**src/fpba_pkg.sv**
```systemverilog
// Shared constants, codes and types of the fit-policy block allocator.
package fpba_pkg;

  // Storage shape
  localparam int BLOCKS    = 16;
  localparam int SIZE_BITS = 16;

  // Port field widths
  localparam int TYPE_W    = 1;
  localparam int BIDX_W    = 4;
  localparam int PSIZE_W   = 16;
  localparam int POLICY_W  = 2;
  localparam int BCOUNT_W  = 5;
  localparam int CFG_IDX_W = 1;
  localparam int CFG_DAT_W = 5;

  // Derived widths
  localparam int IDX_W    = $clog2(BLOCKS);
  localparam int WR_IDX_W = (IDX_W > BIDX_W) ? IDX_W : BIDX_W;
  localparam int CNT_W    = (IDX_W > BCOUNT_W) ? IDX_W : BCOUNT_W;

  // Fit policy codes (code three acts as first fit)
  localparam logic [POLICY_W-1:0] POLICY_FIRST = 2'd0;
  localparam logic [POLICY_W-1:0] POLICY_BEST  = 2'd1;
  localparam logic [POLICY_W-1:0] POLICY_WORST = 2'd2;

  // Request type codes
  localparam logic [TYPE_W-1:0] REQ_LOAD  = 1'b0;
  localparam logic [TYPE_W-1:0] REQ_ALLOC = 1'b1;

  // Configuration register indexes
  localparam logic [CFG_IDX_W-1:0] CFG_FIT_POLICY  = 1'b0;
  localparam logic [CFG_IDX_W-1:0] CFG_BLOCK_COUNT = 1'b1;

  // Reset values of the configuration registers
  localparam logic [POLICY_W-1:0] POLICY_RST = POLICY_FIRST;
  localparam logic [BCOUNT_W-1:0] BCOUNT_RST = 5'd16;

  // Scan token handed from cell to cell
  typedef struct packed {
    logic                  valid;
    logic                  found;
    logic [IDX_W-1:0]      pick;
    logic [SIZE_BITS-1:0]  best;
    logic [SIZE_BITS-1:0]  req;
    logic [POLICY_W-1:0]   policy;
    logic [CNT_W-1:0]      count;
  } tok_t;

  // Write broadcast to the cells
  typedef struct packed {
    logic                  en;
    logic [WR_IDX_W-1:0]   idx;
    logic [SIZE_BITS-1:0]  data;
  } wr_t;

endpackage

```
**src/fpba_cell.sv**
```systemverilog
// One allocator cell: holds the free space of one block and updates the scan token.
module fpba_cell (
  input  logic                     clk_i,
  input  logic                     rst_ni,
  input  logic [fpba_pkg::IDX_W-1:0] cell_idx_i,
  input  fpba_pkg::wr_t            wr_i,
  input  fpba_pkg::tok_t           tok_i,
  output fpba_pkg::tok_t           tok_o
);
  import fpba_pkg::*;

  logic [SIZE_BITS-1:0] space_q;
  tok_t                 tok_q, tok_d;
  logic                 fits;
  logic                 take;

  always_ff @(posedge clk_i) begin
    if (wr_i.en && (wr_i.idx == WR_IDX_W'(cell_idx_i))) begin
      space_q <= wr_i.data;
    end
  end

  always_comb begin
    fits = tok_i.valid && (CNT_W'(cell_idx_i) < tok_i.count) && (space_q >= tok_i.req);
    take = fits && (!tok_i.found ||
                    ((tok_i.policy == POLICY_BEST)  && (space_q < tok_i.best)) ||
                    ((tok_i.policy == POLICY_WORST) && (space_q > tok_i.best)));
    tok_d       = tok_i;
    tok_d.found = tok_i.found | fits;
    if (take) begin
      tok_d.pick = cell_idx_i;
      tok_d.best = space_q;
    end
  end

  always_ff @(posedge clk_i or negedge rst_ni) begin
    if (!rst_ni) begin
      tok_q <= '0;
    end else begin
      tok_q <= tok_d;
    end
  end

  assign tok_o = tok_q;

endmodule

```
**src/fit_policy_block_allocator.sv**
```systemverilog
// Fit-policy block allocator: a row of block cells swept by an allocation token.
//
// Each cell holds the free space of one block. A load request writes one cell and
// returns its result in the next cycle. An allocate request launches a token into
// cell 0; it moves one cell per cycle. When it leaves the last cell, the subtraction
// is committed to the chosen cell and the result is captured in hold registers; it
// moves to the output register once that is free, one request at a time. A request
// is taken only while no allocate is in flight and the output register is free or
// being drained. Blocks must be loaded before an allocate reads them.
module fit_policy_block_allocator (
  input  logic                         clk_i,
  input  logic                         rst_ni,
  input  logic                         cfg_we_i,
  input  logic [fpba_pkg::CFG_IDX_W-1:0] cfg_idx_i,
  input  logic [fpba_pkg::CFG_DAT_W-1:0] cfg_data_i,
  input  logic                         in_valid_i,
  output logic                         in_stall_o,
  input  logic [fpba_pkg::TYPE_W-1:0]  req_type_i,
  input  logic [fpba_pkg::BIDX_W-1:0]  block_index_i,
  input  logic [fpba_pkg::PSIZE_W-1:0] size_i,
  output logic                         out_valid_o,
  input  logic                         out_stall_i,
  output logic                         granted_o,
  output logic [fpba_pkg::BIDX_W-1:0]  chosen_block_o,
  output logic [fpba_pkg::PSIZE_W-1:0] space_left_o
);
  import fpba_pkg::*;

  localparam logic [1:0] ST_IDLE = 2'd0;
  localparam logic [1:0] ST_SCAN = 2'd1;
  localparam logic [1:0] ST_HOLD = 2'd2;

  logic [1:0]           state_q, state_d;
  logic [POLICY_W-1:0]  policy_q;
  logic [BCOUNT_W-1:0]  count_q;

  logic                 out_valid_q, out_valid_d;
  logic                 granted_q, granted_d;
  logic [BIDX_W-1:0]    chosen_q, chosen_d;
  logic [PSIZE_W-1:0]   space_left_q, space_left_d;

  logic                 hold_granted_q;
  logic [IDX_W-1:0]     hold_pick_q;
  logic [SIZE_BITS-1:0] hold_space_q;

  logic                 out_free;
  logic                 accept;
  logic                 accept_load;
  logic                 accept_alloc;
  logic [SIZE_BITS-1:0] req;
  logic [SIZE_BITS-1:0] remain;
  logic                 sweep_done;

  tok_t                 tok [BLOCKS+1];
  wr_t                  wr;

  assign out_free     = !out_valid_q || !out_stall_i;
  assign in_stall_o   = (state_q != ST_IDLE) || !out_free;
  assign accept       = in_valid_i && !in_stall_o;
  assign accept_load  = accept && (req_type_i == REQ_LOAD);
  assign accept_alloc = accept && (req_type_i == REQ_ALLOC);
  assign req          = SIZE_BITS'(size_i);
  assign sweep_done   = tok[BLOCKS].valid;
  assign remain       = tok[BLOCKS].best - tok[BLOCKS].req;

  // Configuration registers
  always_ff @(posedge clk_i or negedge rst_ni) begin
    if (!rst_ni) begin
      policy_q <= POLICY_RST;
      count_q  <= BCOUNT_RST;
    end else if (cfg_we_i) begin
      unique case (cfg_idx_i)
        CFG_FIT_POLICY:  policy_q <= POLICY_W'(cfg_data_i);
        CFG_BLOCK_COUNT: count_q  <= BCOUNT_W'(cfg_data_i);
        default: ;
      endcase
    end
  end

  // Launch token
  always_comb begin
    tok[0].valid  = accept_alloc;
    tok[0].found  = 1'b0;
    tok[0].pick   = '0;
    tok[0].best   = '0;
    tok[0].req    = req;
    tok[0].policy = policy_q;
    tok[0].count  = CNT_W'(count_q);
  end

  // Load writes at acceptance; a granted sweep commits the subtraction.
  always_comb begin
    wr.en   = 1'b0;
    wr.idx  = WR_IDX_W'(block_index_i);
    wr.data = req;
    if (sweep_done) begin
      wr.en   = tok[BLOCKS].found;
      wr.idx  = WR_IDX_W'(tok[BLOCKS].pick);
      wr.data = remain;
    end else if (accept_load) begin
      wr.en = 1'b1;
    end
  end

  for (genvar k = 0; k < BLOCKS; k++) begin : g_cell
    fpba_cell u_cell (
      .clk_i      (clk_i),
      .rst_ni     (rst_ni),
      .cell_idx_i (IDX_W'(k)),
      .wr_i       (wr),
      .tok_i      (tok[k]),
      .tok_o      (tok[k+1])
    );
  end

  always_ff @(posedge clk_i) begin
    if (sweep_done) begin
      hold_granted_q <= tok[BLOCKS].found;
      hold_pick_q    <= tok[BLOCKS].found ? tok[BLOCKS].pick : '0;
      hold_space_q   <= tok[BLOCKS].found ? remain : '0;
    end
  end

  always_comb begin
    state_d      = state_q;
    out_valid_d  = out_valid_q;
    granted_d    = granted_q;
    chosen_d     = chosen_q;
    space_left_d = space_left_q;
    if (out_valid_q && !out_stall_i) begin
      out_valid_d = 1'b0;
    end
    unique case (state_q)
      ST_IDLE: begin
        if (accept_load) begin
          out_valid_d  = 1'b1;
          granted_d    = 1'b0;
          chosen_d     = '0;
          space_left_d = PSIZE_W'(req);
        end else if (accept_alloc) begin
          state_d = ST_SCAN;
        end
      end
      ST_SCAN: begin
        if (sweep_done) begin
          state_d = ST_HOLD;
        end
      end
      ST_HOLD: begin
        if (out_free) begin
          out_valid_d  = 1'b1;
          granted_d    = hold_granted_q;
          chosen_d     = BIDX_W'(hold_pick_q);
          space_left_d = PSIZE_W'(hold_space_q);
          state_d      = ST_IDLE;
        end
      end
      default: state_d = ST_IDLE;
    endcase
  end

  always_ff @(posedge clk_i or negedge rst_ni) begin
    if (!rst_ni) begin
      state_q     <= ST_IDLE;
      out_valid_q <= 1'b0;
    end else begin
      state_q     <= state_d;
      out_valid_q <= out_valid_d;
    end
  end

  always_ff @(posedge clk_i) begin
    granted_q    <= granted_d;
    chosen_q     <= chosen_d;
    space_left_q <= space_left_d;
  end

  assign out_valid_o    = out_valid_q;
  assign granted_o      = granted_q;
  assign chosen_block_o = chosen_q;
  assign space_left_o   = space_left_q;

endmodule

```
**config.mk**
```make
export PLATFORM = sky130hd
export DESIGN_NAME = fit_policy_block_allocator
export DESIGN_NICKNAME = d
export VERILOG_FILES = /design/src/fpba_pkg.sv /design/src/fpba_cell.sv /design/src/fit_policy_block_allocator.sv
export SDC_FILE = /design/constraint.sdc
export NUM_CORES = 2
export LEC_CHECK = 0
export BUFFER_PORTS_ARGS = -buffer_cell sky130_fd_sc_hd__buf_2
export CAP_MARGIN = 20
export CORE_MARGIN = 2
export CORE_UTILIZATION = 50
export CTS_CLUSTER_DIAMETER = 150
export DETAILED_ROUTE_END_ITERATION = 10
export PLACE_DENSITY_LB_ADDON = 0.25
export SLEW_MARGIN = 25
export SYNTH_ARGS = -nofsm -noshare
export SYNTH_HDL_FRONTEND = slang
export SYNTH_SLANG_ARGS = --single-unit
```
**constraint.sdc**
```tcl
create_clock -name clk_i -period 5.2 [get_ports clk_i]
set_input_delay 0.26 -clock clk_i [delete_from_list [all_inputs] [get_ports clk_i]]
set_output_delay 0.26 -clock clk_i [all_outputs]
set_load 0.05 [all_outputs]
```
Word level (Yosys, flattened, before mapping)

Index checks and enable logic that the tools add are counted.
W data, S select, Z words.

Bits in registers: 1006
Logic and storage cells: 460

$add $sub $neg: 1
$lt $le $gt $ge: 62
Equality and inequality tests: 52
Muxes and demuxes: 37
Bitwise logic cells: 17
Reduce and logical (&&, ||, !) cells: 156

Operators by type and width:

| cell                 | count |
|---|---|
| $ge A16 B16 Y1       | 16 |
| $gt A16 B16 Y1       | 15 |
| $lt A16 B16 Y1       | 15 |
| $mux W20             | 9 |
| $logic_and A1 B1 Y1  | 97 |
| $mux W19             | 4 |
| $mux W16             | 3 |
| $lt A4 B5 Y1 const A | 8 |
| $mux W18             | 2 |
| $eq A2 B1 Y1 const B | 16 |
| $eq A2 B2 Y1 const B | 16 |
| $eq A4 B4 Y1 const B | 8 |
| $logic_or A1 B1 Y1   | 32 |
| $pmux W16 S2         | 1 |
| $lt A3 B5 Y1 const A | 4 |
| $logic_not A1 Y1     | 19 |
| $mux W17             | 1 |
| $eq A4 B3 Y1 const B | 4 |
| $sub A16 B16 Y16     | 1 |
| $or A1 B1 Y1         | 15 |
| $lt A1 B5 Y1 const A | 2 |
| $lt A2 B5 Y1 const A | 2 |
| $eq A4 B2 Y1 const B | 2 |
| $mux W2              | 4 |
| 15 further kinds     | 29 |

Longest topological paths before layout

Depth in word-level cells: 10
Depth in mapped cells: 11

By module

A second synthesis with hierarchy kept.

Cells, all modules: 3682
Area total of the unflattened synthesis: 49262.2 um^2

By module, submodules not included:

| module                           | instances | cells each | area an instance (um^2) | sequential area each (um^2) |
|---|---|---|---|---|
| fpba_cell (g_cell[0].u_cell ...) | 15        | 212        | 2879.0                  | 1606.5 |
| fit_policy_block_allocator       | 1         | 289        | 3199.3                  | 1512.7 |
| fpba_cell (g_cell[1].u_cell)     | 1         | 213        | 2877.8                  | 1606.5 |

Worst setup path before layout

OpenSTA, ideal clock, no wires.

Path type: reg2reg
Start: reg g_cell[15].u_cell.tok_q (netlist bit g_cell[15].u_cell.tok_o[44])
End: reg g_cell[4].u_cell.space_q[0], enable pin
Setup time: 388 ps
Data arrival time: 2408 ps
Data required time: 4812 ps
Slack: 2403 ps
Stages on the path, launching flop included: 5
Clock period less this slack: 2797 ps
Cell sequence: dfrtp_1 -> clkbuf_1 -> clkinv_1 -> o32a_1 -> nor2_1

Longest elaborated chain between the ends: 3
Elaborated cells on any way between the ends: 4
Those cells by class: eq/ne (1); mux (2); reduce/logical (1)

RTL lines:

| what                    | line                             | RTL |
|---|---|---|
| from (decl)             | fpba_cell.sv:13                  | `tok_t tok_q, tok_d;` |
| from (signal assigned)  | fpba_cell.sv:40                  | `tok_q <= tok_d;` |
| $mux W20                | fit_policy_block_allocator.sv:96 | `if (sweep_done) begin` |
| $eq A4 B3 Y1            | fpba_cell.sv:18                  | `if (wr_i.en && (wr_i.idx == WR_IDX_W'(cell_idx_i))) begin` |
| $logic_and A1 B1 Y1 (*) | fpba_cell.sv:18                  |  |
| to (signal assigned)    | fpba_cell.sv:19                  | `space_q <= wr_i.data;` |
| to (decl)               | fpba_cell.sv:12                  | `logic [SIZE_BITS-1:0] space_q;` |

Every way passes the cells marked *; elsewhere a longest branch is shown, timed or not.
A chain may end at the register's enable or synchronous reset.

==> metrics.txt <==
cell chain of the critical path ha_1 > and3_1 > nand3_1 > a211oi_1 > a2111oi_0 > a211o_1 > a311oi_4 > buf_4 > mux2_2; # setup viols final 0; Sinks on Clock Net 1,002; Site Rows 109; reg2reg start g_cell[1].u_cell.space_q[13]; worst path arrival time 4120 ps; largest net degree at the start of global routing 175; Post-DRT Antenna Nets 0; Max Transition Viols Final 0; Max Cap Viol 0; Flop pwr share 0.478; synthesized flop and latch total 1,002; Core Util, Final 0.5684; FMAX 279.7 MHz; Worst Setup Path Type register to register; final RePlAce weighted congestion 0.8594; Worst Tran Pin Value 1034 ps; CP max FO 13; Final Cycle Share 0.6876; area fraction of the dominant cell type after synthesis 0.3963; power per cell area 406.2 nW/um^2; area grow syn2layout 12.98%; Total GRT Usage 0.2330; Critical Path Slowest Stage Cell a211oi_1; internal power 14.75 mW; Crit path largest cell delay 540 ps; peak supply drop 0.0003349 V; delay-heaviest family, CP compound AO/OA/AOI/OAI gates; synth top area cells dfrtp_1 40%, edfxtp_1 20%, ha_1 14%; Tot Pwr 20.37 mW; CTS Root Cell clkbuf_16; Clk pwr share 0.363; via count 26,000; Reg2Reg Depth 9; Final Hold Viols 0; I/O pin total 55; worst r2r dst g_cell[1].u_cell.tok_o[25]; Psw 5.622 mW; Overflow after GRT 0; Syn Nets 3,941; post-synthesis mux area share 0.06632; full die area 91,180 sq um; # nets final 4,130; xor/xnor share of the synthesized area 0.002762; Clock transition at path regs 60 ps; Mean Syn Cell Area 13.07 sq um; Slew Limit Headroom 0.3108; share of cells above drive strength 1 0.1503; min-delay worst type input port to register; Longest Clk Path Bufs 3; number of buffers created by CTS 100; H-tree depth 3; top_reg_cell synth dfrtp_1; worst hold endpoint out_valid_o; worst reg2reg setup slack 1620 ps; clock skew 39.51 ps; cells after synthesis 3,397; status finished, final reports clean; CP bufs+invs 1; DRC 0; global-route wire length before repair 158,500 um; fraction of the mapped netlist area in adder cells 0.1445; startpoint class of the critical path register; setup_tns 0 ps; Async SR Flop Fraction 0.7026; Post-synth EDFFs 298; vias per cell 5.375; Cell Area, Synth 44,390 sq um; 1st-iter DRT viols 1,972; RSZ-0062 raised after global routing no; Initial Util 0.5031; Yosys top cell by area dfrtp_1; Tmin final 3576 ps; clock latency on the worst-skew pair 670 ps; worst hold start req_type_i; I/O Buffers 54; Routed WL per cell 21.48 um; largest family of logic cells by synthesized area adder cells; Die H 302.0 um; library cells used by synthesis 80; Synth Area in Simple Gates 0.06677; vias in the first global route 26,540; CP Capture Type register; post-synthesis compound-gate area fraction 0.07376; drt first pass iters 5; combinational share of power 0.158; Worst EP required 5750 ps; initial antenna violation count 3; Synth warnings 0; CTS tree done; diode count 0; Die X 302.0 um; sequential element share of the synthesized area 0.5985; Switching Share 0.2760; Routed WL 103,900 um; core area 88,240 sq um; hold depth 3; DP HPWL 75,250 um; Lkg Pwr 22.99 nW
layer usage:
metal	vias up	global-route usage	wire (um)
met5	-	0	0
met4	0	0.08534	3812
met3	197	0.04094	5634
met2	544	0.3859	50310
met1	12910	0.3095	44160
li1	12350	-	-
worst reg2reg max path, cell delays in order, from the launching register on:
cell       delay (ps)
edfxtp_1          480
ha_1              330
and3_1            250
nand3_1           150
a211oi_1          540
a2111oi_0         170
a211o_1           410
a311oi_4          430
buf_4             340
mux2_2            380
power groups by stage:
| stage | registers (mW) | logic [mW] | clock network (mW) |
|---|---|---|---|
| 6_report | 9.74 | 3.23 | 7.40 |
| 5_1_grt | 9.83 | 3.60 | 7.86 |
| 4_1_cts | 9.76 | 3.24 | 7.55 |
| 3_5_place_dp | 9.90 | 3.19 | 0 |
| 3_3_place_gp | 9.90 | 3.12 | 0 |
| 2_1_floorplan | 9.67 | 2.01 | 0 |
cells by family (layout without fill, tap and decap cells):
group,count (synthesis),after routing
buf+inv,548,823
mux,259,259
compound gates,511,511
fa+ha+maj,512,512
flops,1002,1002
xor+xnor,14,14
simple gates,551,551
cells in the final DEF, fill, tap and decap left out, types with 22 or more instances in the layout:
master         instances
dfrtp_1              702
inv_1                511
ha_1                 511
edfxtp_1             298
mux2_2               226
a21oi_1              180
nand2_1              110
clkbuf_16            107
o21ai_0              102
nor2_1                87
nand4_1               79
buf_2                 53
nand2b_1              46
nand3_1               45
a21o_1                45
and2_1                43
buf_4                 36
nor2b_1               35
dlygate4sd3_1         26
a211oi_1              25
o211ai_1              23
o21a_1                23
a2111oi_0             22
clkinv_2              22
timing repair:
action	4_1_cts	5_1_grt
hold endpoints to repair	86	0
resized for setup	0	0
hold buffers	26	0
buffers inserted	0	0
flip-flops by register name (all words and copies together) (netlist names):
register / count
g_cell.u_cell.tok_o: 694
g_cell.u_cell.space_q: 256
hold_space_q: 16
space_left_o: 16
count_q: 5
chosen_block_o: 4
hold_pick_q: 4
policy_q: 2
state_q: 2
granted_o: 1
hold_granted_q: 1
out_valid_o: 1
Yosys cell counts (all sizes together) (8+ instances only):
| cell | n |
|---|---|
| nand2 | 110 |
| o21a | 23 |
| a211oi | 25 |
| nand2b | 46 |
| nand3 | 45 |
| nor2 | 87 |
| nor3 | 20 |
| nand4 | 80 |
| nor2b | 36 |
| dfrtp | 703 |
| a21oi | 185 |
| nor4 | 19 |
| nor3b | 24 |
| ha | 511 |
| a21o | 45 |
| buf | 24 |
| edfxtp | 298 |
| a2111oi | 22 |
| and2 | 43 |
| o21ai | 112 |
| xor2 | 8 |
| o211ai | 23 |
| clkbuf | 12 |
| or2 | 20 |
| mux2 | 254 |
| o31ai | 8 |
| inv | 511 |
| a211o | 13 |
worst max path at each step:
stage | start | end | slack, ps | cells past startpoint
6_report | g_cell[1].u_cell.space_q[13] | g_cell[1].u_cell.tok_o[25] | 1620 | 9
5_1_grt | g_cell[1].u_cell.space_q[13] | g_cell[1].u_cell.tok_o[28] | 1480 | 9
4_1_cts | g_cell[1].u_cell.space_q[13] | g_cell[1].u_cell.tok_o[28] | 1660 | 9
3_5_place_dp | g_cell[1].u_cell.space_q[13] | g_cell[1].u_cell.tok_o[28] | 1700 | 9
3_3_place_gp | g_cell[1].u_cell.space_q[13] | g_cell[1].u_cell.tok_o[28] | 1680 | 9
2_1_floorplan | g_cell[15].u_cell.tok_o[44] | g_cell[4].u_cell.space_q[0] | 2400 | 4
final cells by class:
type | instances | area, sq um
fill | 7026 | 38090
sequential | 1002 | 26570
multi-input combinational | 1847 | 15810
clock buffer | 136 | 2917
inverter | 512 | 1922
tap | 1165 | 1458
timing repair buffer | 123 | 940.9
clock inverter | 52 | 533.0
metrics by stage:
step,std cells,instance area (sq um),hold WS (ps),worst slack [ps]
after CTS,4836,50120,42.71,1663
after detailed placement,4622,46410,270.3,1697
final,4837,50150,76.60,1624
after global placement,4620,46380,268.8,1684
after floorplan,3397,44390,-35.59,2403
after global routing,4837,50150,63.38,1481
(Power assumes the default switching activity.)
